[src/rtl/core/rcpwm_pkg.sv]
package rcpwm_pkg;

    // Fixed widths of the item fields
    localparam int TIME_W   = 16;
    localparam int LEVELS_W = 8;
    localparam int MAP_W    = 24;
    localparam int DB_W     = 4;
    localparam int CHAN_W   = 3;
    localparam int NUM_SLOTS = 8;
    localparam int SLOT_W   = 3;
    localparam int HIST_DEPTH = 4;
    localparam int RING_W   = 2;

    // Reset values
    localparam logic [TIME_W-1:0] MIN_PULSE_RESET = 16'd900;
    localparam logic [TIME_W-1:0] MAX_PULSE_RESET = 16'd2200;
    localparam logic [MAP_W-1:0]  CHAN_MAP_RESET  = 24'hFAC688;
    localparam logic [DB_W-1:0]   DEADBAND_RESET  = 4'd3;
    localparam logic [TIME_W-1:0] RAW_RESET       = 16'd1502;

    // Output offset from a mean past the dead band; also rounds the mean
    localparam logic [TIME_W+1:0] FILT_STEP = 18'd2;

    typedef enum logic {
        OP_PIN     = 1'b0,
        OP_COMPUTE = 1'b1
    } opcode_t;

    typedef enum logic [1:0] {
        REG_MIN_PULSE   = 2'd0,
        REG_MAX_PULSE   = 2'd1,
        REG_CHANNEL_MAP = 2'd2,
        REG_DEADBAND    = 2'd3
    } reg_index_t;

    typedef struct packed {
        logic [TIME_W-1:0] min_pulse;
        logic [TIME_W-1:0] max_pulse;
        logic [MAP_W-1:0]  channel_map;
        logic [DB_W-1:0]   deadband;
    } cfg_t;

    // Snapshot of all raw slots handed from front to back
    typedef logic [NUM_SLOTS-1:0][TIME_W-1:0] raw_arr_t;

    // Fixed wiring of receiver line to raw slot
    function automatic logic [SLOT_W-1:0] line_slot(input logic [SLOT_W-1:0] line);
        logic [SLOT_W-1:0] slot;
        unique case (line)
            3'd0:    slot = 3'd2;
            3'd1:    slot = 3'd4;
            3'd2:    slot = 3'd5;
            3'd3:    slot = 3'd6;
            3'd4:    slot = 3'd7;
            3'd5:    slot = 3'd0;
            3'd6:    slot = 3'd1;
            default: slot = 3'd3;
        endcase
        return slot;
    endfunction

endpackage

[src/rtl/core/rcpwm_front.sv]
module rcpwm_front #(
    parameter int NUM_LINES = 8
) (
    input  logic                                clk,
    input  logic                                rst_n,
    input  rcpwm_pkg::cfg_t                     cfg,
    input  logic                                fire,
    input  logic                                opcode,
    input  logic [rcpwm_pkg::LEVELS_W-1:0]      pin_levels,
    input  logic [rcpwm_pkg::TIME_W-1:0]        time_us,
    output logic                                push,
    output rcpwm_pkg::raw_arr_t                 push_data
);
    import rcpwm_pkg::*;

    logic [LEVELS_W-1:0] prev_levels_reg;
    logic [NUM_LINES-1:0][TIME_W-1:0] rise_time_reg;
    raw_arr_t raw_width_reg;
    logic [LEVELS_W-1:0] changed;
    logic [NUM_LINES-1:0][TIME_W-1:0] width;
    logic [NUM_LINES-1:0] store;

    assign changed = pin_levels ^ prev_levels_reg;

    // Width per line and range check, all lines in parallel
    always_comb
    begin
        for (int i = 0; i < NUM_LINES; i++)
        begin
            width[i] = time_us - rise_time_reg[i];
            store[i] = changed[i] && !pin_levels[i]
                       && (cfg.min_pulse < width[i]) && (width[i] < cfg.max_pulse);
        end
    end

    // A compute beat carries the raw slots as they stand
    assign push      = fire && (opcode == OP_COMPUTE);
    assign push_data = raw_width_reg;

    // Edge capture
    always_ff @(posedge clk or negedge rst_n)
    begin
        if (!rst_n)
        begin
            prev_levels_reg <= '0;
            rise_time_reg   <= '0;
            for (int s = 0; s < NUM_SLOTS; s++)
                raw_width_reg[s] <= RAW_RESET;
        end
        else if (fire && (opcode == OP_PIN))
        begin
            prev_levels_reg <= pin_levels;
            for (int i = 0; i < NUM_LINES; i++)
            begin
                if (changed[i] && pin_levels[i])
                    rise_time_reg[i] <= time_us;
                if (store[i])
                    raw_width_reg[line_slot(SLOT_W'(i))] <= width[i];
            end
        end
    end

endmodule

[src/rtl/core/rcpwm_queue.sv]
module rcpwm_queue (
    input  logic                clk,
    input  logic                rst_n,
    input  logic                push,
    input  rcpwm_pkg::raw_arr_t push_data,
    input  logic                pop,
    output logic                full,
    output logic                empty,
    output rcpwm_pkg::raw_arr_t pop_data
);
    import rcpwm_pkg::*;

    raw_arr_t   entry_reg [2];
    logic       wr_ptr_reg;
    logic       rd_ptr_reg;
    logic [1:0] count_reg;

    assign full     = (count_reg == 2'd2);
    assign empty    = (count_reg == 2'd0);
    assign pop_data = entry_reg[rd_ptr_reg];

    // Storage
    always_ff @(posedge clk)
    begin
        if (push)
            entry_reg[wr_ptr_reg] <= push_data;
    end

    // Pointers and fill count
    always_ff @(posedge clk or negedge rst_n)
    begin
        if (!rst_n)
        begin
            wr_ptr_reg <= 1'b0;
            rd_ptr_reg <= 1'b0;
            count_reg  <= 2'd0;
        end
        else
        begin
            if (push)
                wr_ptr_reg <= !wr_ptr_reg;
            if (pop)
                rd_ptr_reg <= !rd_ptr_reg;
            if (push && !pop)
                count_reg <= count_reg + 2'd1;
            else if (pop && !push)
                count_reg <= count_reg - 2'd1;
        end
    end

endmodule

[src/rtl/core/rcpwm_back.sv]
module rcpwm_back #(
    parameter int NUM_CHANNELS = 8
) (
    input  logic                             clk,
    input  logic                             rst_n,
    input  rcpwm_pkg::cfg_t                  cfg,
    input  logic                             q_empty,
    input  rcpwm_pkg::raw_arr_t              q_data,
    output logic                             q_pop,
    output logic                             out_valid,
    input  logic                             out_ready,
    output logic [rcpwm_pkg::CHAN_W-1:0]     channel,
    output logic [rcpwm_pkg::TIME_W-1:0]     value,
    output logic                             last
);
    import rcpwm_pkg::*;

    localparam int CH_W = (NUM_CHANNELS > 1) ? $clog2(NUM_CHANNELS) : 1;
    localparam logic [CH_W-1:0] CH_LAST = CH_W'(NUM_CHANNELS - 1);

    logic [HIST_DEPTH-1:0][TIME_W-1:0] hist_reg [NUM_CHANNELS];
    logic [TIME_W-1:0] filt_reg [NUM_CHANNELS];
    logic [RING_W-1:0] ring_reg;
    logic [CH_W-1:0]   ch1_reg;

    logic              s2_valid_reg;
    logic [CH_W-1:0]   s2_ch_reg;
    logic [TIME_W-1:0] s2_mean_reg;
    logic              s2_last_reg;

    logic              out_valid_reg;
    logic [CHAN_W-1:0] out_ch_reg;
    logic [TIME_W-1:0] out_value_reg;
    logic              out_last_reg;

    logic stall;
    logic s1_fire;
    logic s1_last;
    logic [RING_W-1:0] cur_ring;
    logic [SLOT_W-1:0] slot;
    logic [TIME_W-1:0] raw;
    logic [HIST_DEPTH-1:0][TIME_W-1:0] row_next;
    logic [TIME_W+1:0] sum;
    logic [TIME_W-1:0] mean_next;
    logic [TIME_W+1:0] mean_x, f0, f1, f2, db_x, up, dn;

    assign stall   = out_valid_reg && !out_ready;
    assign s1_fire = !q_empty && !stall;
    assign s1_last = (ch1_reg == CH_LAST);
    assign q_pop   = s1_fire && s1_last;

    // Stage 1: new history entry and rounded mean of the row
    always_comb
    begin
        cur_ring = (ch1_reg == '0) ? ring_reg + RING_W'(1) : ring_reg;
        slot     = cfg.channel_map[SLOT_W*ch1_reg +: SLOT_W];
        raw      = q_data[slot];
        row_next = hist_reg[ch1_reg];
        row_next[cur_ring] = raw;
        sum = {2'b00, row_next[0]} + {2'b00, row_next[1]}
            + {2'b00, row_next[2]} + {2'b00, row_next[3]};
        mean_next = TIME_W'((sum + FILT_STEP) >> 2);
    end

    // Stage 2: dead band around the previous output
    always_comb
    begin
        mean_x = {2'b00, s2_mean_reg};
        db_x   = {{(TIME_W-2){1'b0}}, cfg.deadband};
        f0     = {2'b00, filt_reg[s2_ch_reg]};
        up     = mean_x + FILT_STEP;
        f1     = f0;
        if (mean_x + db_x < f0)
            f1 = (up > {2'b00, {TIME_W{1'b1}}}) ? {2'b00, {TIME_W{1'b1}}} : up;
        dn = (mean_x < FILT_STEP) ? '0 : mean_x - FILT_STEP;
        f2 = f1;
        if (mean_x > f1 + db_x)
            f2 = dn;
    end

    // Channel walk, history and filter state
    always_ff @(posedge clk or negedge rst_n)
    begin
        if (!rst_n)
        begin
            ring_reg      <= '0;
            ch1_reg       <= '0;
            s2_valid_reg  <= 1'b0;
            out_valid_reg <= 1'b0;
            for (int c = 0; c < NUM_CHANNELS; c++)
            begin
                hist_reg[c] <= '0;
                filt_reg[c] <= '0;
            end
        end
        else
        begin
            if (s1_fire)
            begin
                hist_reg[ch1_reg] <= row_next;
                ring_reg <= cur_ring;
                ch1_reg  <= s1_last ? '0 : ch1_reg + CH_W'(1);
            end
            if (!stall)
                s2_valid_reg <= s1_fire;
            if (s2_valid_reg && !stall)
                filt_reg[s2_ch_reg] <= f2[TIME_W-1:0];
            if (s2_valid_reg && !stall)
                out_valid_reg <= 1'b1;
            else if (out_ready)
                out_valid_reg <= 1'b0;
        end
    end

    // Stage and output payload
    always_ff @(posedge clk)
    begin
        if (s1_fire)
        begin
            s2_ch_reg   <= ch1_reg;
            s2_mean_reg <= mean_next;
            s2_last_reg <= s1_last;
        end
        if (s2_valid_reg && !stall)
        begin
            out_ch_reg    <= CHAN_W'(s2_ch_reg);
            out_value_reg <= f2[TIME_W-1:0];
            out_last_reg  <= s2_last_reg;
        end
    end

    assign out_valid = out_valid_reg;
    assign channel   = out_ch_reg;
    assign value     = out_value_reg;
    assign last      = out_last_reg;

endmodule

[src/rtl/core/rc_pwm_capture_and_smoothing_top.sv]
// Channel   Dir  Handshake                Payload
// in        in   in_valid / in_ready      opcode, pin_levels, time_us
// out       out  out_valid / out_ready    channel, value, last
// cfg       in   cfg_valid / cfg_ready    cfg_index, cfg_data
//
// A pin-change beat is absorbed by the capture front end.
// A compute beat queues a raw-slot snapshot (two deep); the back end walks
// one channel per cycle through a two-stage mean/dead-band pipe, so a
// compute item yields NUM_CHANNELS results. A held result stalls the walk.
// Reset is asynchronous and active low; cfg is always ready.
module rc_pwm_capture_and_smoothing_top #(
    parameter int NUM_LINES    = 8,
    parameter int NUM_CHANNELS = 8
) (
    input  logic                             clk,
    input  logic                             rst_n,
    input  logic                             in_valid,
    output logic                             in_ready,
    input  logic                             opcode,
    input  logic [rcpwm_pkg::LEVELS_W-1:0]   pin_levels,
    input  logic [rcpwm_pkg::TIME_W-1:0]     time_us,
    output logic                             out_valid,
    input  logic                             out_ready,
    output logic [rcpwm_pkg::CHAN_W-1:0]     channel,
    output logic [rcpwm_pkg::TIME_W-1:0]     value,
    output logic                             last,
    input  logic                             cfg_valid,
    output logic                             cfg_ready,
    input  logic [1:0]                       cfg_index,
    input  logic [rcpwm_pkg::MAP_W-1:0]      cfg_data
);
    import rcpwm_pkg::*;

    cfg_t     cfg_reg;
    logic     q_full;
    logic     q_empty;
    logic     q_pop;
    logic     push;
    logic     in_fire;
    raw_arr_t push_data;
    raw_arr_t q_data;

    // Pin beats never wait; compute beats need queue room
    assign in_ready  = (opcode == OP_PIN) || !q_full;
    assign in_fire   = in_valid && in_ready;
    assign cfg_ready = 1'b1;

    // Configuration registers
    always_ff @(posedge clk or negedge rst_n)
    begin
        if (!rst_n)
        begin
            cfg_reg.min_pulse   <= MIN_PULSE_RESET;
            cfg_reg.max_pulse   <= MAX_PULSE_RESET;
            cfg_reg.channel_map <= CHAN_MAP_RESET;
            cfg_reg.deadband    <= DEADBAND_RESET;
        end
        else if (cfg_valid)
        begin
            unique case (reg_index_t'(cfg_index))
                REG_MIN_PULSE:   cfg_reg.min_pulse   <= cfg_data[TIME_W-1:0];
                REG_MAX_PULSE:   cfg_reg.max_pulse   <= cfg_data[TIME_W-1:0];
                REG_CHANNEL_MAP: cfg_reg.channel_map <= cfg_data;
                REG_DEADBAND:    cfg_reg.deadband    <= cfg_data[DB_W-1:0];
                default:         cfg_reg.deadband    <= cfg_reg.deadband;
            endcase
        end
    end

    rcpwm_front #(
        .NUM_LINES (NUM_LINES)
    ) u_front (
        .clk        (clk),
        .rst_n      (rst_n),
        .cfg        (cfg_reg),
        .fire       (in_fire),
        .opcode     (opcode),
        .pin_levels (pin_levels),
        .time_us    (time_us),
        .push       (push),
        .push_data  (push_data)
    );

    rcpwm_queue u_queue (
        .clk       (clk),
        .rst_n     (rst_n),
        .push      (push),
        .push_data (push_data),
        .pop       (q_pop),
        .full      (q_full),
        .empty     (q_empty),
        .pop_data  (q_data)
    );

    rcpwm_back #(
        .NUM_CHANNELS (NUM_CHANNELS)
    ) u_back (
        .clk       (clk),
        .rst_n     (rst_n),
        .cfg       (cfg_reg),
        .q_empty   (q_empty),
        .q_data    (q_data),
        .q_pop     (q_pop),
        .out_valid (out_valid),
        .out_ready (out_ready),
        .channel   (channel),
        .value     (value),
        .last      (last)
    );

endmodule

[config.mk]
export PLATFORM = sky130hd
export DESIGN_NAME = rc_pwm_capture_and_smoothing_top
export DESIGN_NICKNAME = d
export VERILOG_FILES = /design/src/rtl/core/rcpwm_pkg.sv /design/src/rtl/core/rcpwm_front.sv /design/src/rtl/core/rcpwm_queue.sv /design/src/rtl/core/rcpwm_back.sv /design/src/rtl/core/rc_pwm_capture_and_smoothing_top.sv
export SDC_FILE = /design/constraint.sdc
export NUM_CORES = 2
export LEC_CHECK = 0
export ABC_AREA = 1
export BUFFER_PORTS_ARGS = -buffer_cell sky130_fd_sc_hd__buf_2
export CORE_MARGIN = 3
export CORE_UTILIZATION = 32
export DETAILED_ROUTE_END_ITERATION = 7
export SLEW_MARGIN = 0
export SYNTH_ARGS = -nofsm -noshare
export SYNTH_HDL_FRONTEND = slang
export SYNTH_SLANG_ARGS = --single-unit
[constraint.sdc]
create_clock -name clk -period 10.1 [get_ports clk]
set_input_delay 3.03 -clock clk [delete_from_list [all_inputs] [get_ports clk]]
set_output_delay 3.03 -clock clk [all_outputs]
set_load 0.02 [all_outputs]
## Yosys cells after proc, flatten, opt, wreduce, memory -nomap -nowiden

Memory sizes are Yosys's and may differ from the RTL's.
Cells that the tools add are included.

- $add $sub $neg: 20
- Multipliers: 1
- Magnitude comparators: 43
- Equal/unequal tests: 5
- Shifts and indexed selects: 1
- Mux-type cells: 84
- Bitwise logic cells: 4
- Reductions and logical operators: 86

Operators by type and width:

| cell | count |
|---|---|
| 128-bit 2-to-1 mux | 15 |
| 128-bit bitwise mux | 9 |
| 512-bit bitwise mux | 1 |
| 16-bit demux with 3-bit select | 9 |
| 16-bit less-than comparator | 16 |
| 16-bit 2-to-1 mux | 15 |
| 64-bit binary-select mux with 3-bit select | 1 |
| 64-bit demux with 3-bit select | 1 |
| 64-bit 2-to-1 mux | 3 |
| 16-bit subtractor | 8 |
| 16-bit binary-select mux with 3-bit select | 2 |
| 64-bit bitwise mux | 1 |
| 1-bit logical AND | 52 |
| 3-bit 2-to-1 mux | 17 |
| 18-bit by 16-bit adder with 18-bit output | 2 |
| 3-bit by 4-bit less-than comparator with 1-bit output (second input constant) | 9 |
| 18-bit 2-to-1 mux | 2 |
| 16-bit demux with 2-bit select | 1 |
| 3-bit by 1-bit greater-or-equal comparator with 1-bit output (second input constant) | 8 |
| 2-bit AND reduction | 12 |
| 24-bit by 6-bit variable part select with 3-bit output | 1 |
| 18-bit by 2-bit adder with 18-bit output (second input constant) | 1 |
| 18-bit by 4-bit adder with 18-bit output | 1 |
| 16-bit by 18-bit > comparator with 1-bit output | 1 |
| 28 further kinds | 56 |

- Flip-flop bits (word level): 1,015
- Bits in writable memories: 256
- Output and inout port bits: 23
- Word-level logic and storage cells: 319
- Memories kept: 1

Memories:

| name | words | width | read ports | clocked after Yosys merged registers in | write ports | RTL line | text |
|---|---|---|---|---|---|---|---|
| u_queue.entry_reg | 2 | 128 | 1 | 0 | 1 | rcpwm_queue.sv:13 | `raw_arr_t entry_reg [2];` |

## Depth between registers and ports, before layout

- Word-level depth: 33
- Mapped depth: 46
- Gate-level depth less buffers: 42

## Cells and area by module

From an unflattened synthesis, not the netlist that was laid out.

- Cell total of the unflattened synthesis: 7,714
- Area, all modules: 68,570.8 um^2

By module, submodules not included:

| module | instances | cells an instance | area an instance (um^2) |
|---|---|---|---|
| rcpwm_back | 1 | 4,098 | 34,523.1 |
| rcpwm_front | 1 | 2,920 | 21,978.6 |
| rcpwm_queue | 1 | 423 | 9,486.6 |
| rc_pwm_capture_and_smoothing_top | 1 | 273 | 2,582.5 |

## Worst setup path before layout

Ideal clock, no wire load.

- Kind: input to register
- From: input opcode
- To: memory u_queue.entry_reg[1][0] (netlist bit) (enable)
- Data arrival time: 8,813 ps
- Required time: 9,482 ps
- Setup slack: 669 ps
- Stages on the path: 5
- Cells stage by stage: inv_1 -> nor3_1 -> nor3_1 -> inv_1 -> nor2_1

- Cells in the longest elaborated chain, start to end: 6

RTL lines:

| element | RTL line | text |
|---|---|---|
| from (decl) | rc_pwm_capture_and_smoothing_top.sv:19 | `input logic opcode,` |
| 1-bit NOT | rc_pwm_capture_and_smoothing_top.sv:44 | `assign in_ready = (opcode == OP_PIN) \|\| !q_full;` |
| 1-bit logical OR | rc_pwm_capture_and_smoothing_top.sv:44 |  |
| 1-bit logical AND | rc_pwm_capture_and_smoothing_top.sv:45 | `assign in_fire = in_valid && in_ready;` |
| 1-bit logical AND (*) | rcpwm_front.sv:37 | `assign push = fire && (opcode == OP_COMPUTE);` |
| named net push | rc_pwm_capture_and_smoothing_top.sv:38 | `logic push;` |
| 1-bit 2-to-1 mux (*) | rcpwm_queue.sv:25 | `if (push)` |
| 1-bit 2-to-1 mux (not written as such) (*) | rcpwm_queue.sv:26 | `entry_reg[wr_ptr_reg] <= push_data;` |
| to (decl) | rcpwm_queue.sv:13 |  |

Mark *: on every way through the listed nets, which the timed path passes. The rest lies on a longest branch.

## Final worst setup path

- From: register u_back.s2_ch_reg[1]
- To: register u_back.out_value_reg[0] (netlist: u_back.value[0]), data pin

- Cells in the longest elaborated chain, start to end: 9

RTL lines:

| element | RTL line | text |
|---|---|---|
| from (decl) | rcpwm_back.sv:27 | `logic [CH_W-1:0] s2_ch_reg;` |
| from (signal assigned) | rcpwm_back.sv:120 | `s2_ch_reg <= ch1_reg;` |
| 3-bit NOT with 4-bit output (not written as such) (*) | rcpwm_back.sv:70 | `f0 = {2'b00, filt_reg[s2_ch_reg]};` |
| 16-bit binary-select mux with 3-bit select (*) | rcpwm_back.sv:70 |  |
| 16-bit 2-to-1 mux (not written as such) (*) (2 in series) | rcpwm_back.sv:70 |  |
| 18-bit by 16-bit less-than comparator with 1-bit output | rcpwm_back.sv:73 | `if (mean_x + db_x < f0)` |
| 18-bit 2-to-1 mux (*) | rcpwm_back.sv:73 |  |
| 18-bit by 4-bit adder with 18-bit output | rcpwm_back.sv:77 | `if (mean_x > f1 + db_x)` |
| 16-bit by 18-bit > comparator with 1-bit output | rcpwm_back.sv:77 |  |
| 16-bit 2-to-1 mux (*) | rcpwm_back.sv:77 |  |
| named net u_back.f2[0] | rcpwm_back.sv:45 | `logic [TIME_W+1:0] mean_x, f0, f1, f2, db_x, up, dn;` |
| to (signal assigned) | rcpwm_back.sv:127 | `out_value_reg <= f2[TIME_W-1:0];` |
| to (decl) | rcpwm_back.sv:33 | `logic [TIME_W-1:0] out_value_reg;` |

Mark *: on every way through the listed nets, which the timed path passes. The rest lies on a longest branch. The select of a mux whose other input is x is not followed.
A chain may end at the register's enable or synchronous reset.

==> flow_metrics.env <==
export IMPL_status="complete, no violations"
export IMPL_wl_per_cell_um=20.5
export IMPL_cp_depth=39
export IMPL_clock_sinks=1271
export IMPL_cts_tree="built"
export IMPL_drc_errors=0
export IMPL_drt_pass1_iterations=6
export IMPL_synthDistinctLibCells=72
export IMPL_clock_latency_ns=0.78
export IMPL_drv_cap=0
export IMPL_gr_usage_met2=0.314
export IMPL_grt_setup_unrepaired="false"
export IMPL_max_slew_margin=0.202
export IMPL_start_util=0.322
export IMPL_syn_area_um2=66800
export IMPL_worstPathRequired_ns=10.62
export IMPL_routed_wl_um=213000
export IMPL_clockBufferDepth=3
export IMPL_grt_max_degree=151
export IMPL_placedCellCount=10100
export IMPL_holdCritStartpoint="u_front.push_data[43]"
export IMPL_slowest_delay_ns=0.60
export IMPL_fin_ws_ns=1.81
export IMPL_critPathCaptureType="flop"
export IMPL_critPathKind="reg -> reg"
export IMPL_grtUsageMet3=0.0305
export IMPL_cts_buffers=140
export IMPL_finalWeightedCongestion=0.914
export IMPL_hold_class="reg -> reg"
export IMPL_syn_area_per_cell_um2=8.90
export IMPL_die_h_um=463
export IMPL_antenna_found_initial=11
export IMPL_worst_pin_slew_ns=1.19
export IMPL_instances_no_fill=10400
export IMPL_rr_startpoint="u_back.s2_ch_reg[1]"
export IMPL_slowest_stage="inv_1"
export IMPL_vias=54200
export IMPL_r2r_cells=39
export IMPL_setup_worst_path_start_class="flop"
export IMPL_groute_usage_overall=0.195
export IMPL_holdPathStages=0
export IMPL_syn_to_final_growth_pct=12.1
export IMPL_syn_num_nets=8028
export IMPL_crit_arrival_ns=8.81
export IMPL_post_cts_buffers=0
export IMPL_vias_per_cell=5.22
export IMPL_fp_row_count=167
export IMPL_synthTopCellsByArea="dfrtp_1 (33%), edfxtp_1 (13%), nand2_1 (12%)"
export IMPL_detail_route_iter0_violations=5400
export IMPL_synth_flop_cell="dfrtp_1"
export IMPL_preCtsSetupSlack_ns=1.97
export IMPL_syn_instance_count=7508
export IMPL_post_route_period_util=0.821
export IMPL_finalCriticalPeriod_ns=8.29
export IMPL_coreArea_um2=207000
export IMPL_grtUsageMet1=0.269
export IMPL_largest_register_ff_count=512
export IMPL_yosysWarningCount=0
export IMPL_synthTopCellsByCount="nand2_1 (2063), o21ai_0 (936), dfrtp_1 (889)"
export IMPL_htreeDepth=4
export IMPL_io_pins=79
export IMPL_cp_top_family="simple AND/OR/NAND/NOR gates"
export IMPL_yosys_area_top_type="dfrtp_1"
export IMPL_synth_edf_count=296
export IMPL_grt_pass1_vias=52800
export IMPL_cts_root_buf="clkbuf_16"
export IMPL_synth_top_area_share=0.333
export IMPL_ctsHoldBuffers=0
export IMPL_dieArea_um2=214000
export IMPL_dpl_hpwl_um=146000
export IMPL_ant_nets=0
export IMPL_async_reset_ff_frac=0.767
export IMPL_overflow=0
export IMPL_startpoint="u_back.s2_ch_reg[1]"
export IMPL_drv_slew=0
export IMPL_die_w_um=463
export IMPL_critical_path_peak_fanout=24
export IMPL_max_freq_mhz=121
export IMPL_ys_ff_latch=1271
export IMPL_fin_tns_setup_ns=0
export IMPL_fillers=21100
export IMPL_yosysMostFrequentCell="nand2_1"
export IMPL_path_buf_inv=7
export IMPL_cts_clk_slew_worst_paths_ns=0.06
export IMPL_cpMostUsedCell="nand2_1"
export IMPL_portBuffers=77
export IMPL_finalHoldViolations=0
export IMPL_cts_resized=0
export IMPL_synth_seq_area_share=0.500
export IMPL_drive_above_1_share=0.0777
export IMPL_grt_pass1_wl_um=327000
export IMPL_clock_skew_ns=0.0379
export IMPL_busiest_layer="met2"
export IMPL_setup_viol=0
export IMPL_final_net_count=7989
[through the flow]
stage,util,hold slack [ns],instance area [um2]
floorplan,-,0.400,66800
global placement,0.339,0.451,70200
detailed placement,0.339,0.455,70200
CTS,0.361,0.455,74900
global route,0.361,0.482,74900
finish,0.361,0.449,74900
[path summary, 6_finish.rpt]
kind                                            endpoint  slack (ns)
worst min-delay path            u_queue.entry_reg[0][43]        0.45
worst max register to register           u_back.value[0]        1.81
min in group asynchronous           u_back.filt_reg[127]        2.26
worst max-delay path                     u_back.value[0]        1.81
max in group asynchronous           u_back.hist_reg[215]        5.72
worst min register to register  u_queue.entry_reg[0][43]        0.45
[kinds of logic (layout without fill, tap and decap cells)]
logic type	after synthesis	after routing	share of synthesized area
and+or+nand+nor	2852	2852	0.179
AOI/OAI and AO/OA	1711	1711	0.148
DFF	1271	1271	0.500
buffers and inverters	1021	1097	0.0585
adders and majority gates	464	464	0.0897
xor gates and xnor gates	173	173	0.0227
muxes	15	15	0.00238
other	1	2	0.0000561
[worst reg2reg max path: cells and delay by family, from the launching register on]
kind | cells | cell delay [ns]
buffers and inverters | 7 | 1.33
xor gates and xnor gates | 1 | 0.13
adders and majority gates | 4 | 1.08
and+or+nand+nor | 23 | 4.26
DFF | 1 | 0.58
AOI/OAI and AO/OA | 4 | 0.69
[routing by layer]
| metal | up-vias | routed length [um] |
|---|---|---|
| li1 | 25400 | - |
| met1 | 26600 | 95500 |
| met2 | 1838 | 97600 |
| met3 | 354 | 13600 |
| met4 | 2 | 6270 |
| met5 | - | 13 |
[cells in the final DEF, fill, tap and decap left out, types with 18 or more instances in the layout]
cell,synthesis,final
fa_1,25,25
nand3_1,345,345
clkbuf_8,0,29
buf_4,3,79
a31oi_1,42,42
clkinv_2,0,26
a22o_1,62,62
o21ai_1,43,49
a22oi_1,80,80
nand2_1,2063,2051
inv_1,668,665
nand4_1,139,139
a211oi_1,18,18
ha_1,439,439
o21bai_1,21,21
a221oi_1,77,77
a21oi_1,307,305
xor2_1,136,136
clkbuf_1,283,24
clkbuf_16,0,143
xnor2_1,37,37
dfrtp_1,889,888
o21ai_0,936,930
buf_2,29,76
dfstp_2,86,86
nor3_1,39,37
edfxtp_1,296,296
nor2_1,181,165
[cell type report]
class,instances,area [um2],share of cell area
Multi-Input combinational cell,5216,29700,0.396
Clock inverter,61,664,0.00887
Antenna cell,1,2.50,0.0000334
Timing Repair Buffer,159,1050,0.0140
Sequential cell,1271,33400,0.446
Clock buffer,196,4070,0.0543
Inverter,681,2560,0.0342
Tap cell,2788,3490,0.0466
Power is left out: the tool's default activity adds up to more than one toggle a clock period on the data nets, which glitch-free logic cannot reach.
